**src/hdl/nfsa_pkg.sv**
```systemverilog
// Package for the next-fit slot allocator.
// Holds the operation codes, bitmap word geometry, sequencer state type and the
// lowest-set-bit encoder. No dependencies.
package nfsa_pkg;

    localparam int FUNC_W        = 2;
    localparam int SLOT_IO_W     = 10;
    localparam int WORD_W        = 32;
    localparam int BIT_W         = 5;
    localparam int NUM_SLOTS_DEF = 1024;

    localparam logic [FUNC_W-1:0] OP_ALLOC = 2'd0;
    localparam logic [FUNC_W-1:0] OP_FREE  = 2'd1;
    localparam logic [FUNC_W-1:0] OP_QUERY = 2'd2;

    typedef enum logic [2:0] {
        ST_CLEAR,
        ST_IDLE,
        ST_SCAN,
        ST_ACCESS,
        ST_FINISH
    } nfsa_state_t;

    function automatic logic [BIT_W-1:0] first_set(input logic [WORD_W-1:0] v);
        logic [WORD_W-1:0] iso;
        logic [BIT_W-1:0]  idx;
        iso = v & (~v + WORD_W'(1));
        idx = '0;
        for (int i = 0; i < WORD_W; i++)
        begin
            if (iso[i])
            begin
                idx = idx | BIT_W'(i);
            end
        end
        return idx;
    endfunction

endpackage

```
**src/hdl/nfsa_ram.sv**
```systemverilog
// Generic single-write, single-read RAM with registered read data.
// Used for the slot busy bitmap. No dependencies.
module nfsa_ram #(
    parameter int WIDTH = 32,
    parameter int DEPTH = 32
) (
    input  logic                                       clk,
    input  logic                                       we,
    input  logic [((DEPTH > 1) ? $clog2(DEPTH) : 1)-1:0] waddr,
    input  logic [WIDTH-1:0]                           wdata,
    input  logic [((DEPTH > 1) ? $clog2(DEPTH) : 1)-1:0] raddr,
    output logic [WIDTH-1:0]                           rdata
);

    logic [WIDTH-1:0] mem [DEPTH];

    always_ff @(posedge clk)
    begin
        if (we)
        begin
            mem[waddr] <= wdata;
        end
        rdata <= mem[raddr];
    end

endmodule

```
**src/hdl/next_fit_slot_allocator_core.sv**
```systemverilog
// Next-fit slot allocator: top level with the bitmap scan sequencer.
// Depends on nfsa_pkg and nfsa_ram.
//
// The busy bitmap sits in one RAM of 32-bit words (NUM_SLOTS/32 rounded up words),
// and a single read port feeds one word per cycle to the free-bit search unit in a scan.
// After reset a clearing pass writes every bitmap word to zero, one word per cycle,
// with in_stall high. An allocate scans from the word holding the slot after the
// last one given to the first free slot, sweeping the whole pool when it is full;
// free and query read the word of the given slot; an unused operation or a slot
// beyond the pool goes straight to the result. One transaction is worked at a time,
// and the result waits in an output register so the next transaction can start.
module next_fit_slot_allocator_core #(
    parameter int NUM_SLOTS = nfsa_pkg::NUM_SLOTS_DEF
) (
    input  logic                            clk,
    input  logic                            rst_n,
    input  logic                            in_valid,
    output logic                            in_stall,
    input  logic [nfsa_pkg::FUNC_W-1:0]     func,
    input  logic [nfsa_pkg::SLOT_IO_W-1:0]  slot_in,
    output logic                            out_valid,
    input  logic                            out_stall,
    output logic [nfsa_pkg::SLOT_IO_W-1:0]  slot_out,
    output logic                            busy_res,
    output logic                            status
);

    import nfsa_pkg::*;

    localparam int NUM_WORDS  = (NUM_SLOTS + WORD_W - 1) / WORD_W;
    localparam int SLOT_W     = (NUM_SLOTS > 1) ? $clog2(NUM_SLOTS) : 1;
    localparam int WIDX_W     = (NUM_WORDS > 1) ? $clog2(NUM_WORDS) : 1;
    localparam int SLOT_EXT_W = WIDX_W + BIT_W;
    localparam int K_W        = $clog2(NUM_WORDS + 1);
    localparam int REM        = NUM_SLOTS % WORD_W;
    localparam logic [WORD_W-1:0] LAST_MASK =
        (REM == 0) ? {WORD_W{1'b1}} : WORD_W'((64'd1 << REM) - 64'd1);

    nfsa_state_t          state_reg, state_next;
    logic [FUNC_W-1:0]    func_reg, func_next;
    logic [SLOT_IO_W-1:0] slot_reg, slot_next;
    logic [WIDX_W-1:0]    word_ptr_reg, word_ptr_next;
    logic [K_W-1:0]       pass_reg, pass_next;
    logic [WIDX_W-1:0]    clr_reg, clr_next;
    logic [WORD_W-1:0]    res_word_reg, res_word_next;
    logic                 wr_pend_reg, wr_pend_next;
    logic [WIDX_W-1:0]    wr_addr_reg, wr_addr_next;
    logic [SLOT_IO_W-1:0] res_slot_reg, res_slot_next;
    logic                 res_busy_reg, res_busy_next;
    logic                 res_status_reg, res_status_next;
    logic                 lg_upd_reg, lg_upd_next;
    logic [SLOT_W-1:0]    new_lg_reg, new_lg_next;
    logic [SLOT_W-1:0]    last_given_reg, last_given_next;
    logic                 out_valid_reg, out_valid_next;
    logic [SLOT_IO_W-1:0] slot_out_reg, slot_out_next;
    logic                 busy_res_reg, busy_res_next;
    logic                 status_reg, status_next;

    logic                  ram_we;
    logic [WIDX_W-1:0]     ram_waddr;
    logic [WORD_W-1:0]     ram_wdata;
    logic [WIDX_W-1:0]     ram_raddr;
    logic [WORD_W-1:0]     ram_rdata;

    logic                  in_accept;
    logic                  out_free;
    logic                  in_range;
    logic [SLOT_EXT_W-1:0] in_ext;
    logic [SLOT_EXT_W-1:0] req_ext;
    logic [SLOT_EXT_W-1:0] start_ext;
    logic [BIT_W-1:0]      start_bit;
    logic [WORD_W-1:0]     lo_mask;
    logic [WORD_W-1:0]     valid_mask;
    logic [WORD_W-1:0]     pass_mask;
    logic [WORD_W-1:0]     avail;
    logic [BIT_W-1:0]      hit_bit;
    logic [SLOT_EXT_W-1:0] hit_ext;
    logic [WIDX_W-1:0]     word_ptr_inc;
    logic [BIT_W-1:0]      req_bit;

    nfsa_ram #(
        .WIDTH (WORD_W),
        .DEPTH (NUM_WORDS)
    ) u_bitmap (
        .clk   (clk),
        .we    (ram_we),
        .waddr (ram_waddr),
        .wdata (ram_wdata),
        .raddr (ram_raddr),
        .rdata (ram_rdata)
    );

    assign in_stall  = (state_reg != ST_IDLE);
    assign in_accept = in_valid && !in_stall;
    assign out_free  = !out_valid_reg || !out_stall;

    assign out_valid = out_valid_reg;
    assign slot_out  = slot_out_reg;
    assign busy_res  = busy_res_reg;
    assign status    = status_reg;

    assign in_range  = (32'(slot_in) < NUM_SLOTS);
    assign in_ext    = SLOT_EXT_W'(slot_in);
    assign req_ext   = SLOT_EXT_W'(slot_reg);
    assign req_bit   = req_ext[BIT_W-1:0];
    assign start_ext = (last_given_reg == SLOT_W'(NUM_SLOTS - 1)) ? '0
                     : SLOT_EXT_W'(last_given_reg) + SLOT_EXT_W'(1);
    assign start_bit = start_ext[BIT_W-1:0];
    assign lo_mask   = (WORD_W'(1) << start_bit) - WORD_W'(1);

    assign valid_mask = (word_ptr_reg == WIDX_W'(NUM_WORDS - 1)) ? LAST_MASK : '1;

    always_comb
    begin
        if (pass_reg == '0)
        begin
            pass_mask = ~lo_mask;
        end
        else if (pass_reg == K_W'(NUM_WORDS))
        begin
            pass_mask = lo_mask;
        end
        else
        begin
            pass_mask = '1;
        end
    end

    assign avail        = ~ram_rdata & valid_mask & pass_mask;
    assign hit_bit      = first_set(avail);
    assign hit_ext      = {word_ptr_reg, hit_bit};
    assign word_ptr_inc = (word_ptr_reg == WIDX_W'(NUM_WORDS - 1)) ? '0
                        : word_ptr_reg + WIDX_W'(1);

    always_comb
    begin
        state_next      = state_reg;
        func_next       = func_reg;
        slot_next       = slot_reg;
        word_ptr_next   = word_ptr_reg;
        pass_next       = pass_reg;
        clr_next        = clr_reg;
        res_word_next   = res_word_reg;
        wr_pend_next    = wr_pend_reg;
        wr_addr_next    = wr_addr_reg;
        res_slot_next   = res_slot_reg;
        res_busy_next   = res_busy_reg;
        res_status_next = res_status_reg;
        lg_upd_next     = lg_upd_reg;
        new_lg_next     = new_lg_reg;
        last_given_next = last_given_reg;
        out_valid_next  = out_valid_reg && out_stall;
        slot_out_next   = slot_out_reg;
        busy_res_next   = busy_res_reg;
        status_next     = status_reg;
        ram_we          = 1'b0;
        ram_waddr       = wr_addr_reg;
        ram_wdata       = res_word_reg;
        ram_raddr       = word_ptr_reg;

        unique case (state_reg)
            ST_CLEAR:
            begin
                ram_we    = 1'b1;
                ram_waddr = clr_reg;
                ram_wdata = '0;
                if (clr_reg == WIDX_W'(NUM_WORDS - 1))
                begin
                    state_next = ST_IDLE;
                end
                else
                begin
                    clr_next = clr_reg + WIDX_W'(1);
                end
            end

            ST_IDLE:
            begin
                if (in_accept)
                begin
                    func_next       = func;
                    slot_next       = slot_in;
                    wr_pend_next    = 1'b0;
                    lg_upd_next     = 1'b0;
                    res_slot_next   = slot_in;
                    res_busy_next   = 1'b0;
                    res_status_next = 1'b0;
                    if (func == OP_ALLOC)
                    begin
                        word_ptr_next = start_ext[SLOT_EXT_W-1:BIT_W];
                        pass_next     = '0;
                        ram_raddr     = start_ext[SLOT_EXT_W-1:BIT_W];
                        state_next    = ST_SCAN;
                    end
                    else if ((func == OP_FREE || func == OP_QUERY) && in_range)
                    begin
                        wr_addr_next = in_ext[SLOT_EXT_W-1:BIT_W];
                        ram_raddr    = in_ext[SLOT_EXT_W-1:BIT_W];
                        state_next   = ST_ACCESS;
                    end
                    else
                    begin
                        state_next = ST_FINISH;
                    end
                end
            end

            ST_SCAN:
            begin
                if (|avail)
                begin
                    res_word_next   = ram_rdata | (WORD_W'(1) << hit_bit);
                    wr_pend_next    = 1'b1;
                    wr_addr_next    = word_ptr_reg;
                    res_slot_next   = SLOT_IO_W'(hit_ext);
                    res_busy_next   = 1'b1;
                    res_status_next = 1'b0;
                    lg_upd_next     = 1'b1;
                    new_lg_next     = SLOT_W'(hit_ext);
                    state_next      = ST_FINISH;
                end
                else if (pass_reg == K_W'(NUM_WORDS))
                begin
                    res_slot_next   = '0;
                    res_busy_next   = 1'b0;
                    res_status_next = 1'b1;
                    state_next      = ST_FINISH;
                end
                else
                begin
                    word_ptr_next = word_ptr_inc;
                    pass_next     = pass_reg + K_W'(1);
                    ram_raddr     = word_ptr_inc;
                end
            end

            ST_ACCESS:
            begin
                if (func_reg == OP_FREE)
                begin
                    res_word_next = ram_rdata & ~(WORD_W'(1) << req_bit);
                    wr_pend_next  = 1'b1;
                    res_busy_next = 1'b0;
                end
                else
                begin
                    res_busy_next = ram_rdata[req_bit];
                end
                state_next = ST_FINISH;
            end

            ST_FINISH:
            begin
                if (out_free)
                begin
                    ram_we         = wr_pend_reg;
                    out_valid_next = 1'b1;
                    slot_out_next  = res_slot_reg;
                    busy_res_next  = res_busy_reg;
                    status_next    = res_status_reg;
                    if (lg_upd_reg)
                    begin
                        last_given_next = new_lg_reg;
                    end
                    state_next = ST_IDLE;
                end
            end

            default:
            begin
                state_next = ST_IDLE;
            end
        endcase
    end

    always_ff @(posedge clk or negedge rst_n)
    begin
        if (!rst_n)
        begin
            state_reg      <= ST_CLEAR;
            clr_reg        <= '0;
            last_given_reg <= SLOT_W'(NUM_SLOTS - 1);
            out_valid_reg  <= 1'b0;
            wr_pend_reg    <= 1'b0;
            lg_upd_reg     <= 1'b0;
            pass_reg       <= '0;
            word_ptr_reg   <= '0;
            func_reg       <= '0;
        end
        else
        begin
            state_reg      <= state_next;
            clr_reg        <= clr_next;
            last_given_reg <= last_given_next;
            out_valid_reg  <= out_valid_next;
            wr_pend_reg    <= wr_pend_next;
            lg_upd_reg     <= lg_upd_next;
            pass_reg       <= pass_next;
            word_ptr_reg   <= word_ptr_next;
            func_reg       <= func_next;
        end
    end

    always_ff @(posedge clk)
    begin
        slot_reg       <= slot_next;
        res_word_reg   <= res_word_next;
        wr_addr_reg    <= wr_addr_next;
        res_slot_reg   <= res_slot_next;
        res_busy_reg   <= res_busy_next;
        res_status_reg <= res_status_next;
        new_lg_reg     <= new_lg_next;
        slot_out_reg   <= slot_out_next;
        busy_res_reg   <= busy_res_next;
        status_reg     <= status_next;
    end

endmodule
```
**config.mk**
```make
export PLATFORM = sky130hd
export DESIGN_NAME = next_fit_slot_allocator_core
export DESIGN_NICKNAME = d
export VERILOG_FILES = /design/src/hdl/nfsa_pkg.sv /design/src/hdl/nfsa_ram.sv /design/src/hdl/next_fit_slot_allocator_core.sv
export SDC_FILE = /design/constraint.sdc
export NUM_CORES = 2
export LEC_CHECK = 0
export BUFFER_PORTS_ARGS = -buffer_cell sky130_fd_sc_hd__buf_4
export CAP_MARGIN = 20
export CORE_MARGIN = 5
export CORE_UTILIZATION = 45
export DETAILED_ROUTE_END_ITERATION = 12
export MAX_ROUTING_LAYER = met4
export PLACE_DENSITY = 0.66
export SYNTH_ARGS = -nofsm -noshare
export SYNTH_HDL_FRONTEND = slang
export SYNTH_SLANG_ARGS = --single-unit
```
**constraint.sdc**
```tcl
create_clock -name clk -period 15.6 [get_ports clk]
set_input_delay 0.78 -clock clk [delete_from_list [all_inputs] [get_ports clk]]
set_output_delay 0.78 -clock clk [all_outputs]
set_load 0.005 [all_outputs]
```
==> results.yml <==
outcome:
  status: "finished, final reports clean"
power:
  vdd_drop_max_mv: 0.171
  powerDensity_nw_per_um2: 225
  p_leak_nw: 18.3
synth:
  ys_ff_latch: 1166
  synthCells: 3531
  ys_warn_count: 0
  synth_edf_count: 1100
  synthesis.area_um2: 49000
  avgSynthCellArea_um2: 13.9
  ys_types: 98
  netlist_top_cells_area: "edfxtp_1 67%, nand2_1 3.1%, mux2i_1 2.8%, a21oi_1 2.5%, a211oi_1 1.6%"
  async_flop_share_pct: 2.92
  ys_seq_area_share_pct: 70.5
  synthFlopType: "edfxtp_1"
  synth_top_area_share_pct: 67.4
  synth_nets: 3557
  synth_area_leader_cell: "edfxtp_1"
floorplanning:
  die_w_um: 340
  die_y_um: 340
  num_rows: 121
  die-area_um2: 116000
  core_um2: 109000
  boundaryPins: 30
  start_util_pct: 45.2
grt:
  grt_max_degree: 157
  overflow: 0
  grt_pass1_wl_mm: 207
  antenna_found_initial: 4
  grt_pass1_vias: 30300
  grtUsageTotal_pct: 24.6
detailed_routing:
  avgViaCountPerCell: 6.40
  drc: 0
  drt_iter0_drc: 4553
  wl_per_cell_um: 28.5
  drtPass1Iterations: 8
  antenna_left: 0
  wl_mm: 143
  num_vias: 32200
critical_path:
  crit_chain: "nand2_1 > nor2_1 > inv_2 > ha_1 > buf_4 > or4b_4 > a211oi_2 > o21ai_0 > a31oi_2 > nor4b_4 > and3_2 > a31oi_4 > buf_4 > and2_4 > buf_4 > buf_4 > mux2i_1 > a32oi_1 > a311oi_1 > a311oi_1"
  critPathCaptureType: "flip-flop"
  critPathTopFamily: "buffers and inverters"
  crit_fanout: 67
  timing.critical_path.mode_cell: "buf_4"
  start_kind: "flip-flop"
  cp.arrival_ns: 9.02
  crit_slowest_cell: "dfstp_2"
  reg2reg_to: "u_bitmap.rdata[19]$_DFF_P_"
  critical_path_class: "flip-flop to flip-flop"
  reg2reg_depth: 20
  cp_num_buf_inv: 5
  slowest_delay_ns: 0.93
  required_ns: 16.14
  crit-reg2reg-launch: "last_given_reg[4]$_DFFE_PN1P_"
  r2r_slack_ns: 7.12
timing:
  period_share_pct: 54.3
  slew_viol_final: 0
  setup_viol: 0
  holdWs_ns: 0.0305
  max_freq_mhz: 118
  slew_headroom_pct: 25.9
  finalWorstSetupSlack_ns: 7.12
  finalSetupTns_ns: 0
  grt_setup_unrepaired: "false"
  min_period_ns: 8.48
  hold_violations: 0
  worst-slew-pin-transition_ns: 1.11
  skew_ns: 0.0189
clock_tree:
  clk_latency_ns: 0.71
  cts.repair.resized: 0
  cts_tree: "built"
  cts_sinks: 1166
  root_buffer: "clkbuf_16"
  cts_buffers: 113
  hold_buffers: 0
  htreeDepth: 3
  cts_max_path_buffers: 3
  postCtsSetupBuffers: 0
  clk_pin_slew_ns: 0.07
final_layout:
  post-route-util_pct: 50.7
  area_growth_pct: 12.3
  drive_above_1_share_pct: 12.9
  nNetsFinal: 3542
  regArea_um2: 34500
  largest_reg_flops: 1024
  multi_input_comb_area_um2: 13400
  nFillCells: 8863
placed_design:
  dp_worst_setup_slack_ns: 7.32
  hpwl_mm: 74.8
  place_congestion: 0.931
  io_buffers: 29
worst_hold_path:
  worstHoldPathType: "input pin to asynchronous set/reset pin"
job:
  drv_cap: 0
==> routing by layer <==
metal,GRT usage (%),wire (um)
met1,34.4,57700
met2,36.7,64500
met3,3.96,15500
met5,-,0
met4,9.29,5570
==> worst reg2reg max path, delay by kind of cell, from the launching register on <==
kind,cells,cell delay [ns]
muxes,1,0.31
AOI/OAI and AO/OA,7,2.02
buffers and inverters,5,2.44
adders and majority gates,1,0.19
and+or+nand+nor,6,2.43
DFF,1,0.93
==> cell usage after synthesis, drive strengths merged, types with 67 or more instances <==
library cell and number:
a211oi 107, a21oi 246, and3 74, buf 152
clkbuf 119, edfxtp 1100, mux2i 139, nand2 411
nand3 153, nor2 102, o211ai 67, o21ai 134
==> cells by family after synthesis <==
kind of cell	synth area share, %
flops	70.5
simple gates	9.84
compound gates	12.4
buf+inv	3.06
mux	3.64
xor+xnor	0.357
fa+ha+maj	0.255
==> final cells by class <==
type,count,share of cell area [%]
Multi-Input combinational cell,2061,24.4
Timing Repair Buffer,141,2.31
Antenna cell,2,0.00909
Tap cell,1414,3.21
Clock buffer,132,5.38
Inverter,33,0.225
Sequential cell,1166,62.7
Clock inverter,84,1.76
==> cells in the final DEF, fill, tap and decap left out, drive strengths merged, types with 34 or more instances in the layout <==
cell / instances
nor2b: 40
edfxtp: 1100
nand3: 153
o211ai: 67
o22ai: 36
clkinv: 52
nand3b: 39
mux2i: 139
a32oi: 35
buf: 141
a211oi: 107
a22oi: 34
a311oi: 65
and3: 74
a21oi: 246
clkbuf: 132
o21ai: 134
nand4: 38
nor2: 102
inv: 43
nand2: 411
==> through the flow <==
| stage | instance area [um^2] | total power [mW] | instances |
|---|---|---|---|
| 2_1_floorplan | 49000 | 7.71 | 3531 |
| 3_3_place_gp | 50700 | 9.37 | 4790 |
| 3_5_place_dp | 50800 | 9.41 | 4792 |
| 4_1_cts | 54700 | 12.3 | 5008 |
| 5_1_grt | 55000 | 12.9 | 5032 |
| 6_report | 55000 | 12.4 | 5033 |
==> worst max path at each step <==
stage                     cells past startpoint  slack [ns]                    endpoint                          start
after detailed placement                     20        7.32  u_bitmap.rdata[19]$_DFF_P_  last_given_reg[4]$_DFFE_PN1P_
after global placement                       20        7.47  u_bitmap.rdata[19]$_DFF_P_  last_given_reg[4]$_DFFE_PN1P_
after floorplan                              17       10.38   res_word_reg[0]$_DFFE_PP_  last_given_reg[4]$_DFFE_PN1P_
final                                        20        7.12  u_bitmap.rdata[19]$_DFF_P_  last_given_reg[4]$_DFFE_PN1P_
after global routing                         20        6.78  u_bitmap.rdata[19]$_DFF_P_  last_given_reg[4]$_DFFE_PN1P_
after CTS                                    20        7.29  u_bitmap.rdata[19]$_DFF_P_  last_given_reg[4]$_DFFE_PN1P_
==> power by group <==
group | internal, mW | switching [mW]
sequential | 4.21 | 0.326
combinational | 1.49 | 3.52
clock | 1.65 | 1.21
Note: power is estimated with default switching activity, not from simulation.
